### src/design/brl_pkg.sv
// Shared constants and request codes for the Bresenham line rasterizer.
`timescale 1ns / 1ps

package brl_pkg;

    // Default coordinate width in bits (signed two's complement pixels).
    localparam int COORD_BITS_DEF = 12;

    // Extra bits carried by the decision term beyond the coordinate width.
    localparam int DEC_EXTRA_BITS = 4;

    // Request codes on req_type.
    localparam logic REQ_START = 1'b0;
    localparam logic REQ_STEP  = 1'b1;

endpackage

### src/design/bresenham_line_rasterizer.sv
// Top level of the Bresenham line rasterizer: all-octant integer line stepping.
`timescale 1ns / 1ps

// Channel  Signals                                    Direction  Moves
// -------  -----------------------------------------  ---------  ----------------------------
// req      req_valid req_ready req_type x_start       in         one start or step word
//          y_start x_end y_end
// res      res_valid res_ready point_valid pixel_x    out        one pixel word per req word
//          pixel_y last_point
//
// Every accepted request word yields exactly one result word in the next cycle, and a new
// request word can be taken in every cycle while result words are taken, so a line of N
// pixels streams at one pixel per clock. The rate holds because the state update (adds
// and a sign test on the decision term) is combinational from line state to result register.
// Reset clears the line state to idle and empties the result register.
// When the result register holds a word that is not taken, req_ready drops, so no
// request word is accepted until room is made; the two sides are parted by that register.

module bresenham_line_rasterizer #(
    parameter int COORD_BITS = brl_pkg::COORD_BITS_DEF
) (
    input  logic                         clk,
    input  logic                         rst_n,

    input  logic                         req_valid,
    output logic                         req_ready,
    input  logic                         req_type,
    input  logic signed [COORD_BITS-1:0] x_start,
    input  logic signed [COORD_BITS-1:0] y_start,
    input  logic signed [COORD_BITS-1:0] x_end,
    input  logic signed [COORD_BITS-1:0] y_end,

    output logic                         res_valid,
    input  logic                         res_ready,
    output logic                         point_valid,
    output logic signed [COORD_BITS-1:0] pixel_x,
    output logic signed [COORD_BITS-1:0] pixel_y,
    output logic                         last_point
);

    // The decision term spans [-2*major, 2*minor]; DEC_BITS adds DEC_EXTRA_BITS (4) bits of headroom.
    localparam int DEC_BITS = COORD_BITS + brl_pkg::DEC_EXTRA_BITS;
    localparam logic [COORD_BITS-1:0] ONE = {{(COORD_BITS-1){1'b0}}, 1'b1};

    // Line state.
    logic [COORD_BITS-1:0]      cur_x_reg,       cur_x_next;
    logic [COORD_BITS-1:0]      cur_y_reg,       cur_y_next;
    logic signed [DEC_BITS-1:0] decision_reg,    decision_next;
    logic [COORD_BITS-1:0]      abs_dx_reg,      abs_dx_next;
    logic [COORD_BITS-1:0]      abs_dy_reg,      abs_dy_next;
    logic                       step_x_neg_reg,  step_x_neg_next;
    logic                       step_y_neg_reg,  step_y_neg_next;
    logic                       y_major_reg,     y_major_next;
    logic [COORD_BITS-1:0]      steps_left_reg,  steps_left_next;
    logic                       line_active_reg, line_active_next;

    // Result register.
    logic                       res_valid_reg;
    logic                       point_valid_reg, point_valid_next;
    logic [COORD_BITS-1:0]      pixel_x_reg,     pixel_x_next;
    logic [COORD_BITS-1:0]      pixel_y_reg,     pixel_y_next;
    logic                       last_point_reg,  last_point_next;

    // Start path: endpoint deltas, one bit wider so that the full span fits.
    logic signed [COORD_BITS:0] dx;
    logic signed [COORD_BITS:0] dy;
    logic [COORD_BITS:0]        mag_dx;
    logic [COORD_BITS:0]        mag_dy;
    logic [COORD_BITS-1:0]      s_major;
    logic [COORD_BITS-1:0]      s_minor;
    logic                       s_y_major;

    // Step path.
    logic [COORD_BITS-1:0]      c_major;
    logic [COORD_BITS-1:0]      c_minor;
    logic                       both;
    logic [COORD_BITS-1:0]      x_moved;
    logic [COORD_BITS-1:0]      y_moved;
    logic [COORD_BITS-1:0]      steps_dec;

    logic                       req_accept;

    // A request is taken whenever the result register is empty or is being emptied.
    assign req_ready  = !res_valid_reg || res_ready;
    assign req_accept = req_valid && req_ready;

    always_comb
    begin
        dx = {x_end[COORD_BITS-1], x_end} - {x_start[COORD_BITS-1], x_start};
        dy = {y_end[COORD_BITS-1], y_end} - {y_start[COORD_BITS-1], y_start};
        mag_dx = dx[COORD_BITS] ? -dx : dx;
        mag_dy = dy[COORD_BITS] ? -dy : dy;
        // The span of two coordinates is below 2^COORD_BITS, so the low bits hold it.
        s_y_major = mag_dy[COORD_BITS-1:0] > mag_dx[COORD_BITS-1:0];
        s_major   = s_y_major ? mag_dy[COORD_BITS-1:0] : mag_dx[COORD_BITS-1:0];
        s_minor   = s_y_major ? mag_dx[COORD_BITS-1:0] : mag_dy[COORD_BITS-1:0];

        c_major   = y_major_reg ? abs_dy_reg : abs_dx_reg;
        c_minor   = y_major_reg ? abs_dx_reg : abs_dy_reg;
        // A non-negative decision moves the minor axis as well as the major one.
        both      = !decision_reg[DEC_BITS-1];
        x_moved   = step_x_neg_reg ? cur_x_reg - ONE : cur_x_reg + ONE;
        y_moved   = step_y_neg_reg ? cur_y_reg - ONE : cur_y_reg + ONE;
        steps_dec = steps_left_reg - ONE;

        cur_x_next       = cur_x_reg;
        cur_y_next       = cur_y_reg;
        decision_next    = decision_reg;
        abs_dx_next      = abs_dx_reg;
        abs_dy_next      = abs_dy_reg;
        step_x_neg_next  = step_x_neg_reg;
        step_y_neg_next  = step_y_neg_reg;
        y_major_next     = y_major_reg;
        steps_left_next  = steps_left_reg;
        line_active_next = line_active_reg;

        point_valid_next = 1'b0;
        pixel_x_next     = '0;
        pixel_y_next     = '0;
        last_point_next  = 1'b0;

        unique case (req_type)
            brl_pkg::REQ_START:
            begin
                // A start drops any line in progress and returns the start pixel at once.
                cur_x_next       = x_start;
                cur_y_next       = y_start;
                abs_dx_next      = mag_dx[COORD_BITS-1:0];
                abs_dy_next      = mag_dy[COORD_BITS-1:0];
                step_x_neg_next  = dx[COORD_BITS];
                step_y_neg_next  = dy[COORD_BITS];
                y_major_next     = s_y_major;
                decision_next    =
                    $signed({{(DEC_BITS-COORD_BITS-1){1'b0}}, s_minor, 1'b0})
                    - $signed({{(DEC_BITS-COORD_BITS){1'b0}}, s_major});
                steps_left_next  = s_major;
                line_active_next = (s_major != '0);
                point_valid_next = 1'b1;
                pixel_x_next     = x_start;
                pixel_y_next     = y_start;
                last_point_next  = (s_major == '0);
            end
            brl_pkg::REQ_STEP:
            begin
                // A step while idle leaves the state alone and returns an empty word.
                if (line_active_reg)
                begin
                    if (y_major_reg || both)
                    begin
                        cur_y_next = y_moved;
                    end
                    if (!y_major_reg || both)
                    begin
                        cur_x_next = x_moved;
                    end
                    decision_next = both
                        ? decision_reg
                          + $signed({{(DEC_BITS-COORD_BITS-1){1'b0}}, c_minor, 1'b0})
                          - $signed({{(DEC_BITS-COORD_BITS-1){1'b0}}, c_major, 1'b0})
                        : decision_reg
                          + $signed({{(DEC_BITS-COORD_BITS-1){1'b0}}, c_minor, 1'b0});
                    steps_left_next  = steps_dec;
                    line_active_next = (steps_dec != '0);
                    point_valid_next = 1'b1;
                    pixel_x_next     = (!y_major_reg || both) ? x_moved : cur_x_reg;
                    pixel_y_next     = (y_major_reg || both) ? y_moved : cur_y_reg;
                    last_point_next  = (steps_dec == '0);
                end
            end
            default:
            begin
                point_valid_next = 1'b0;
            end
        endcase
    end

    // Line state: cleared to idle by reset, updated on every accepted request.
    always_ff @(posedge clk or negedge rst_n)
    begin
        if (!rst_n)
        begin
            cur_x_reg       <= '0;
            cur_y_reg       <= '0;
            decision_reg    <= '0;
            abs_dx_reg      <= '0;
            abs_dy_reg      <= '0;
            step_x_neg_reg  <= 1'b0;
            step_y_neg_reg  <= 1'b0;
            y_major_reg     <= 1'b0;
            steps_left_reg  <= '0;
            line_active_reg <= 1'b0;
        end
        else if (req_accept)
        begin
            cur_x_reg       <= cur_x_next;
            cur_y_reg       <= cur_y_next;
            decision_reg    <= decision_next;
            abs_dx_reg      <= abs_dx_next;
            abs_dy_reg      <= abs_dy_next;
            step_x_neg_reg  <= step_x_neg_next;
            step_y_neg_reg  <= step_y_neg_next;
            y_major_reg     <= y_major_next;
            steps_left_reg  <= steps_left_next;
            line_active_reg <= line_active_next;
        end
    end

    // Result valid flag: set by an accepted request, cleared when the word is taken.
    always_ff @(posedge clk or negedge rst_n)
    begin
        if (!rst_n)
        begin
            res_valid_reg <= 1'b0;
        end
        else if (req_accept)
        begin
            res_valid_reg <= 1'b1;
        end
        else if (res_ready)
        begin
            res_valid_reg <= 1'b0;
        end
    end

    // Result payload needs no reset; it is only looked at while res_valid is high.
    always_ff @(posedge clk)
    begin
        if (req_accept)
        begin
            point_valid_reg <= point_valid_next;
            pixel_x_reg     <= pixel_x_next;
            pixel_y_reg     <= pixel_y_next;
            last_point_reg  <= last_point_next;
        end
    end

    assign res_valid   = res_valid_reg;
    assign point_valid = point_valid_reg;
    assign pixel_x     = pixel_x_reg;
    assign pixel_y     = pixel_y_reg;
    assign last_point  = last_point_reg;

endmodule

### config.mk
export PLATFORM = sky130hd
export DESIGN_NAME = bresenham_line_rasterizer
export DESIGN_NICKNAME = d
export VERILOG_FILES = /design/src/design/brl_pkg.sv /design/src/design/bresenham_line_rasterizer.sv
export SDC_FILE = /design/constraint.sdc
export NUM_CORES = 1
export LEC_CHECK = 0
export BUFFER_PORTS_ARGS = -buffer_cell sky130_fd_sc_hd__buf_2
export CELL_PAD_IN_SITES_DETAIL_PLACEMENT = 1
export CELL_PAD_IN_SITES_GLOBAL_PLACEMENT = 2
export CORE_UTILIZATION = 40
export DETAILED_ROUTE_END_ITERATION = 10
export PLACE_DENSITY_LB_ADDON = 0.2
export SLEW_MARGIN = 20
export SYNTH_ARGS = -nofsm -noshare
export SYNTH_HDL_FRONTEND = slang
export SYNTH_SLANG_ARGS = --single-unit
export TNS_END_PERCENT = 30
### constraint.sdc
create_clock -name clk -period 10.2 [get_ports clk]
set_input_delay 1.53 -clock clk [delete_from_list [all_inputs] [get_ports clk]]
set_output_delay 1.53 -clock clk [all_outputs]
set_load 0.05 [all_outputs]
==> results of run 1 <==
==> stage by stage <==
| stage | utilization | worst slack (ps) | cells | area [um2] |
|---|---|---|---|---|
| 2_1_floorplan | - | 1680 | 1205 | 9830 |
| 3_3_place_gp | 0.436 | 804 | 1575 | 10500 |
| 3_5_place_dp | 0.436 | 636 | 1575 | 10500 |
| 4_1_cts | 0.448 | 950 | 1591 | 10800 |
| 5_1_grt | 0.448 | 125 | 1592 | 10800 |
| 6_report | 0.448 | 934 | 1592 | 10800 |
==> layout by cell type, fill, tap and decap left out, types with 20 or more instances in the layout <==
cell,n
dfrtp_1,80
inv_1,76
xnor2_1,50
mux2i_1,22
buf_2,79
mux2_2,23
ha_1,92
edfxtp_1,26
nand3_1,20
nor2_1,101
o211ai_1,21
o21ai_0,126
a21oi_1,91
xor2_1,26
nand2_1,156
==> power by group through the flow <==
stage / clock network [mW] / registers [mW] / logic [mW]
after floorplan: 0 / 0.744 / 1.93
final: 0.345 / 0.718 / 2.58
after CTS: 0.354 / 0.719 / 2.60
after detailed placement: 0 / 0.726 / 2.57
after global routing: 0.364 / 0.742 / 2.92
after global placement: 0 / 0.721 / 2.51
==> cell type report <==
type,instances,area share
multi-input combinational,975,0.607
sequential,106,0.257
timing repair buffer,93,0.0462
tap,324,0.0374
inverter,77,0.0267
clock buffer,9,0.0208
clock inverter,7,0.00497
antenna,1,0.000231
==> logic make-up (layout without fill, tap and decap cells) <==
| kind of cell | count (synthesis) | in the layout | share of synthesized area |
|---|---|---|---|
| xor+xnor | 78 | 78 | 0.0710 |
| other cells | 0 | 1 | 0 |
| compound gates | 379 | 379 | 0.243 |
| mux | 46 | 46 | 0.0501 |
| flops | 106 | 106 | 0.283 |
| simple gates | 370 | 370 | 0.169 |
| fa+ha+maj | 102 | 102 | 0.135 |
| buf+inv | 124 | 186 | 0.0491 |
==> worst min-delay path by stage <==
stage / cells past startpoint / to
global route: 2 / decision_reg[9]$_DFFE_PN0P_
global placement: 2 / decision_reg[1]$_DFFE_PN0P_
CTS: 2 / decision_reg[4]$_DFFE_PN0P_
floorplan: 2 / decision_reg[10]$_DFFE_PN0P_
finish: 2 / decision_reg[4]$_DFFE_PN0P_
detailed placement: 2 / decision_reg[4]$_DFFE_PN0P_
==> layer usage <==
| layer | GRT usage | up-vias | routed length, um |
|---|---|---|---|
| met2 | 0.414 | 117 | 14200 |
| met4 | 0.0547 | 0 | 416 |
| met3 | 0.0287 | 24 | 1210 |
| li1 | - | 4406 | - |
| met1 | 0.357 | 4363 | 15200 |
| met5 | 0 | - | 0 |
==> critical path, delay by kind of cell <==
kind | cells | cell delay (ps)
buffers and inverters | 2 | 220
XOR/XNOR | 2 | 410
multiplexers | 1 | 560
AO/OA/AOI/OAI | 20 | 3900
adder cells (fa/ha/maj) | 7 | 2370
AND/OR/NAND/NOR | 5 | 540
==> reports/qor.yml, run 1 <==
max_freq_ghz: 0.108
reg2reg_slack_ps: 4740
cts_resized: 0
clock_latency_ps: 360
status: "complete, no violations"
end_kind: "flop"
place.gp.congestion: 0.845
irDropWorstVdd_mv: 0.183
drc_errors: 0
synthesis.nets: 1357
swShare: 0.502
antenna_found_initial: 1
syn2layout_area_growth_pct: 10.2
cap_violations: 0
synth_common_cells: "nand2_1, o21ai_0, nor2_1, ha_1, a21oi_1"
crit_type: "in -> reg"
hold_start: "decision_reg[4]$_DFFE_PN0P_"
die_w_um: 159
syn-cell-area_um2: 9830
synth_most_common_cell: "nand2_1"
cts_hold_buf: 0
postSynth.asyncResetShare: 0.755
p_clk_frac: 0.095
p_sw_mw: 1.83
multiInputGateArea_um2: 6570
yosys.cell_types.count: 82
path_clk_slew_ps: 80
ys_seq_elements: 106
nets: 1414
finalHoldViolations: 0
critPathRequiredTime_ps: 10470
synth_seq_area_share: 0.283
crit_slowest_cell: "maj3_2"
synthFlopType: "dfrtp_1"
grt_max_degree: 65
track_usage: 0.253
crit_start: "y_start[0]"
layout-drive-gt1-share: 0.124
netlist.area_leader.share: 0.204
final-seq-area_um2: 2780
intPower_mw: 1.81
grt_pass1_wl_um: 50100
r2r_start: "y_major_reg$_DFFE_PN0P_"
root_buffer: "clkbuf_16"
worst_pin_slew_ps: 784
cts_tree: "done"
clock_skew_ps: 14.1
comb_power_share: 0.708
final.period_utilization: 0.908
cp_slowest_stage_delay_ps: 650
largest_reg_flops: 15
cts_sinks: 106
synthTopCellsByArea: "dfrtp_1, ha_1, edfxtp_1"
gr-total-overflow: 0
boundaryPins: 81
synth-edff-count: 26
pwr-share-seq: 0.197
r2r_cells: 22
wire_per_inst_um: 19.5
yosys_warnings: 0
synth_top_area_cell: "dfrtp_1"
h-tree-depth: 3
critPathLaunchType: "input pin"
leakagePower_nw: 4.82
numCtsBuffers: 9
critPathArrivalTime_ps: 9540
regToRegEndpoint: "decision_reg[14]$_DFFE_PN0P_"
place_hpwl_um: 24300
power.density_nw_per_um2: 336
row_count: 57
core_area_um2: 24200
slew_headroom: 0.477
rsz0062_at_grt: "no"
start_util: 0.407
grt_pass1_vias: 9135
setup_tns_ps: 0
finalPower_mw: 3.64
ant_nets: 0
crit_fanout: 38
avgSynthCellArea_um2: 8.16
wirelength_um: 31000
holdWs_ps: 498
die_y_um: 159
fill_cells: 2961
drtPass1Iterations: 5
dieArea_um2: 25200
min_path_type: "reg -> reg"
period_needed_ps: 9270
endpoint: "decision_reg[12]$_DFFE_PN0P_"
drt_iter0_drc: 486
via_count: 8910
cts_setup_buffers: 0
cts_max_path_buffers: 2
port_buffers: 80
drv_slew: 0
viasPerCell: 5.60
synthCells: 1205
crit_path_frequent_cell: "o21ai_0"
setup_viol: 0
Note: power is estimated with default switching activity, not from simulation.
==> run 2, diff against run 1 <==
- GPL_TIMING_DRIVEN: default -> 0
- TNS_END_PERCENT: 30 -> 20
==> run 2 against run 1 <==
Effect of this change:
- die area unchanged
- worst hold slack better by 7.2 ps
- core utilization rose by 0.85 points
- largest power group unchanged
- cell count rose by 2.1%
- register-to-register slack worse by 440 ps
- sequential power is 0.8% lower
- clock power up 12%
- first-iteration DRC count is 6.6% higher
- global-route usage increased by 2.1 points
- worst setup slack lost 320 ps
==> reports/qor.yml, run 2 (same netlist as run 1, synthesis figures left out) <==
nets: 1449  # was 1414
cap_violations: 0  # unchanged
drv_slew: 0  # unchanged
place_hpwl_um: 27400  # was 24300 um
gr-total-overflow: 0  # unchanged
fin_util: 0.456  # was 0.448
port_buffers: 80  # unchanged
boundaryPins: 81  # unchanged
place_area_um2: 10700  # was 10500 um2
diodes: 0  # was 1
wl_met3_um: 1530  # was 1210 um
wire_per_inst_um: 21.0  # was 19.5 um
fill_cells: 2987  # was 2961
cp_slowest_stage_delay_ps: 650  # about the same
critPathLaunchType: "input pin"  # unchanged
finalHoldViolations: 0  # unchanged
irDropWorstVdd_mv: 0.178  # was 0.183 mV
multiInputGateArea_um2: 6610  # was 6570 um2
dp.cells: 1610  # was 1575
final-seq-area_um2: 2780  # unchanged
crit_fanout: 10  # was 38
met2RoutedLength_um: 15600  # was 14200 um
cts_setup_buffers: 0  # unchanged
min_path_type: "reg -> reg"  # unchanged
ant_nets: 0  # unchanged
drtPass1Iterations: 5  # unchanged
critPathArrivalTime_ps: 9880  # was 9540 ps
cts_tree: "done"  # unchanged
mostFrequentLayoutCells: "nand2_1, o21ai_0, nor2_1"  # unchanged
syn2layout_area_growth_pct: 12.2  # was 10.2%
viasPerCell: 5.68  # was 5.60
track_usage: 0.274  # was 0.253
hold_depth: 2  # unchanged
core_area_um2: 24200  # unchanged
grt_max_degree: 55  # was 65
path_clk_slew_ps: 90  # was 80 ps
final_common_cell: "nand2_1"  # unchanged
leakagePower_nw: 4.87  # was 4.82 nW
final_cells: 1626  # was 1592
grt_pass1_wl_um: 53500  # was 50100 um
die_w_um: 159  # unchanged
h-tree-depth: 3  # unchanged
grt_pass1_vias: 9410  # was 9135
crit_slowest_cell: "o21ai_0"  # was maj3_2
layout-drive-gt1-share: 0.119  # was 0.124
cts_sinks: 106  # unchanged
clock_skew_ps: 13.0  # was 14.1 ps
worst_pin_slew_ps: 1050  # was 784 ps
place.gp.congestion: 0.862  # was 0.845
crit_path_frequent_cell: "o21ai_0"  # unchanged
final.period_utilization: 0.940  # was 0.908
top_layer: "met4"  # unchanged
r2r_cells: 23  # was 22
period_needed_ps: 9590  # was 9270 ps
fin_area_um2: 11000  # was 10800 um2
status: "complete, no violations"  # unchanged
finalPower_mw: 3.72  # was 3.64 mW
root_buffer: "clkbuf_16"  # unchanged
antenna_found_initial: 0  # was 1
clock_latency_ps: 370  # was 360 ps
dieArea_um2: 25200  # unchanged
slew_headroom: 0.300  # was 0.477
drt_iter0_drc: 518  # was 486
met1_length_um: 16500  # was 15200 um
wirelength_um: 34100  # was 31000 um
setup_viol: 0  # unchanged
crit_type: "in -> reg"  # unchanged
largest_reg_flops: 15  # unchanged
critPathRequiredTime_ps: 10490  # was 10470 ps
die_y_um: 159  # unchanged
cts_max_path_buffers: 2  # unchanged
via_count: 9238  # was 8910
row_count: 57  # unchanged
drc_errors: 0  # unchanged
power.density_nw_per_um2: 337  # was 336 nW/um2
end_kind: "flop"  # unchanged
start_util: 0.407  # unchanged
numCtsBuffers: 9  # unchanged
rsz0062_at_grt: "no"  # unchanged
max_freq_ghz: 0.104  # was 0.108 GHz
-- run 2: area by class of cell --
cell class,instances,share of cell area
multi-input combinational,975,0.599
buffer,47,0.0179
sequential,106,0.252
tap,324,0.0367
clock buffer,9,0.0204
inverter,77,0.0262
timing repair buffer,81,0.0393
clock inverter,7,0.00828
-- run 2: power breakdown --
group	internal, mW	switching, mW
registers	0.583	0.129
logic	1.07	1.55
clock network	0.179	0.207
-- run 2: timing repair --
action | in CTS | in global routing
hold buffers | 0 | 0
resized for setup | 0 | 14
endpoints found under the hold margin | 0 | 0
setup endpoints to repair | 0 | 6
-- run 2: critical path: cells and delay by family --
family | cells | cell delay, ps
buffers and inverters | 4 | 640
adders and majority gates | 7 | 2380
xor gates and xnor gates | 2 | 510
and+or+nand+nor | 4 | 540
AOI/OAI and AO/OA | 21 | 4280
-- run 2: worst paths after layout --
path | start | end | slack (ps)
setup / recovery | y_start[0] | decision_reg[12]$_DFFE_PN0P_ | 610
hold / removal | decision_reg[4]$_DFFE_PN0P_ | decision_reg[4]$_DFFE_PN0P_ | 510
setup reg to reg | y_major_reg$_DFFE_PN0P_ | decision_reg[14]$_DFFE_PN0P_ | 4300
hold reg to reg | decision_reg[4]$_DFFE_PN0P_ | decision_reg[4]$_DFFE_PN0P_ | 510
max in group asynchronous | rst_n | abs_dx_reg[7]$_DFFE_PN0P_ | 8550
min in group asynchronous | rst_n | cur_x_reg[6]$_DFFE_PN0P_ | 1030
-- run 2: routing by layer --
layer  up-vias  track usage
li1       4470            -
met1      4556        0.384
met2       183        0.448
met3        29       0.0423
met4         0       0.0499
met5         -            0
-- run 2: per-stage QoR --
step                hold WS, ps  setup WS [ps]  TNS (ps)
floorplan                   456           1680         0
global placement            481           -249      -249
detailed placement          488           -297      -335
CTS                         509           67.7         0
global route                535           74.2         0
finish                      505            609         0
==> run 3, diff against run 2 <==
--- a/config.mk
+++ b/config.mk
@@ -6,9 +6,9 @@
 export NUM_CORES = 1
 export LEC_CHECK = 0
-export BUFFER_PORTS_ARGS = -buffer_cell sky130_fd_sc_hd__buf_2
 export CELL_PAD_IN_SITES_DETAIL_PLACEMENT = 1
 export CELL_PAD_IN_SITES_GLOBAL_PLACEMENT = 2
-export CORE_UTILIZATION = 40
+export CORE_UTILIZATION = 43
 export DETAILED_ROUTE_END_ITERATION = 10
+export DONT_BUFFER_PORTS = 1
 export GPL_TIMING_DRIVEN = 0
 export PLACE_DENSITY_LB_ADDON = 0.2
==> constraint.sdc (replaced) <==
create_clock -name clk -period 10.2 [get_ports clk]
set_input_delay 1.02 -clock clk [delete_from_list [all_inputs] [get_ports clk]]
set_output_delay 1.02 -clock clk [all_outputs]
set_load 0.05 [all_outputs]
==> run 3 against run 2 <==
Effect of this change:
- core utilization is 1.8 points higher
- first-iteration DRC count is 5.8% higher
- global-route usage is 0.75 points higher
- clock skew is 0.73 ps higher
- power is 2.3% lower
- critical path depth stayed put
- clock-buffer cell count is 2 higher
- critical path type unchanged
- critical endpoint unchanged
- largest power group unchanged
==> reports/qor.yml, run 3 (same netlist as run 1, synthesis figures left out) <==
finalHoldViolations: 0  # unchanged
rsz0062_at_grt: "no"  # unchanged
end_kind: "flop"  # unchanged
dp.cells: 1485  # was 1610
critPathArrivalTime_ps: 9760  # was 9880 ps
crit_path_frequent_cell: "o21ai_0"  # unchanged
met1_usage: 0.396  # was 0.384
crit_type: "in -> reg"  # unchanged
cts_sinks: 106  # unchanged
numCtsBuffers: 9  # unchanged
crit_start: "y_end[0]"  # was y_start[0]
drt_iter0_drc: 548  # was 518
syn2layout_area_growth_pct: 6.64  # was 12.2%
dieArea_um2: 23500  # was 25200 um2
max_freq_ghz: 0.105  # was 0.104 GHz
final-seq-area_um2: 2780  # unchanged
period_needed_ps: 9490  # was 9590 ps
grt_use_met3: 0.0252  # was 0.0423
leakagePower_nw: 4.52  # was 4.87 nW
place.gp.congestion: 0.893  # was 0.862
wirelength_um: 32500  # was 34100 um
final_cells: 1501  # was 1626
power.density_nw_per_um2: 347  # was 337 nW/um2
die_y_um: 153  # was 159 um
start_util: 0.445  # was 0.407
critPathLaunchType: "input pin"  # unchanged
place_area_um2: 10200  # was 10700 um2
via_count: 8987  # was 9238
drc_errors: 0  # unchanged
setup_viol: 0  # unchanged
final.period_utilization: 0.930  # was 0.940
nets: 1368  # was 1449
core_area_um2: 22100  # was 24200 um2
slew_headroom: 0.298  # was 0.300
track_usage: 0.282  # was 0.274
drv_slew: 0  # unchanged
crit_fanout: 10  # unchanged
grt_max_degree: 81  # was 55
holdWs_ps: 345  # was 505 ps
irDropWorstVdd_mv: 0.142  # was 0.178 mV
ant_nets: 0  # unchanged
gr-total-overflow: 0  # unchanged
min_path_type: "in -> async"  # was reg -> reg
crit_slowest_cell: "o21ai_0"  # unchanged
grt_pass1_wl_um: 50900  # was 53500 um
status: "complete, no violations"  # unchanged
critPathRequiredTime_ps: 10470  # was 10490 ps
mostFrequentLayoutCells: "nand2_1, o21ai_0, nor2_1"  # unchanged
fin_util: 0.475  # was 0.456
drtPass1Iterations: 4  # was 5
fin_ws_ps: 713  # was 609 ps
grt-busiest-layer: "met2"  # unchanged
fill_cells: 2695  # was 2987
port_buffers: 0  # was 80
clock_skew_ps: 13.8  # was 13.0 ps
multiInputGateArea_um2: 6570  # was 6610 um2
cap_violations: 0  # unchanged
dpl_worst_slack_ps: 273  # was -297 ps
path_clk_slew_ps: 80  # was 90 ps
finalPower_mw: 3.63  # was 3.72 mW
final_common_cell: "nand2_1"  # unchanged
root_buffer: "clkbuf_16"  # unchanged
grt_pass1_vias: 9036  # was 9410
worst_pin_slew_ps: 1050  # about the same
row_count: 54  # was 57
antenna_found_initial: 1  # was 0
boundaryPins: 81  # unchanged
place_hpwl_um: 25900  # was 27400 um
clock_latency_ps: 360  # was 370 ps
fin_area_um2: 10500  # was 11000 um2
r2r_start: "y_major_reg$_DFFE_PN0P_"  # unchanged
cts_tree: "done"  # unchanged
cp_slowest_stage_delay_ps: 760  # was 650 ps
h-tree-depth: 3  # unchanged
diodes: 0  # unchanged
wire_per_inst_um: 21.6  # was 21.0 um
die_w_um: 153  # was 159 um
cts_max_path_buffers: 2  # unchanged
setup_tns_ps: 0  # unchanged
viasPerCell: 5.99  # was 5.68
layout-drive-gt1-share: 0.0549  # was 0.119
use_met2: 0.469  # was 0.448
largest_reg_flops: 15  # unchanged
## run 3: cell count changes in the layout (fill, tap and decap cells not counted), sizes merged
| cell | previous run | this run |
|---|---|---|
| buf | 90 | 9 |
| clkbuf | 47 | 49 |
| clkinv | 4 | 2 |
| clkinvlp | 0 | 1 |
| inv | 80 | 79 |
## run 3: area by class of cell
class	count	share of cell area
inverter	77	0.0276
clock inverter	5	0.00406
clock buffer	11	0.0241
sequential	106	0.265
multi-input combinational	975	0.627
buffer	47	0.0186
tap	280	0.0334
## run 3: worst paths after layout
path | endpoint | slack [ps] | depth (start not counted)
worst max register to register | decision_reg[14]$_DFFE_PN0P_ | 4360 | 23
worst min register to register | decision_reg[8]$_DFFE_PN0P_ | 500 | 2
max in group asynchronous | decision_reg[5]$_DFFE_PN0P_ | 9680 | 0
worst min-delay path | cur_y_reg[6]$_DFFE_PN0P_ | 350 | 0
min in group clk | decision_reg[8]$_DFFE_PN0P_ | 500 | 2
worst max-delay path | decision_reg[12]$_DFFE_PN0P_ | 710 | 38
## run 3: layer usage
metal  vias to the layer above  share of wire
met5                         -              0
met4                         0          0.014
met3                        28          0.045
met2                       182           0.47
met1                      4475           0.47
li1                       4302              -
## run 3: timing repair
action / CTS / global route
endpoints found under the hold margin: 0 / 0
endpoints found under the setup margin: 0 / 1
hold buffers: 0 / 0
setup buffers: 0 / 0
gates resized for setup: 0 / 4
## run 3: critical path, delay by kind of cell
family	cells	cell delay, ps
AND/OR/NAND/NOR	4	490
XOR/XNOR	2	590
AO/OA/AOI/OAI	21	4730
adder cells (fa/ha/maj)	7	2390
buffers and inverters	4	530
## run 3: power by group
| part | total [mW] | switching (mW) | internal, mW |
|---|---|---|---|
| Combinational | 2.50 | 1.45 | 1.05 |
| Sequential | 0.778 | 0.192 | 0.585 |
| Clock | 0.359 | 0.176 | 0.183 |
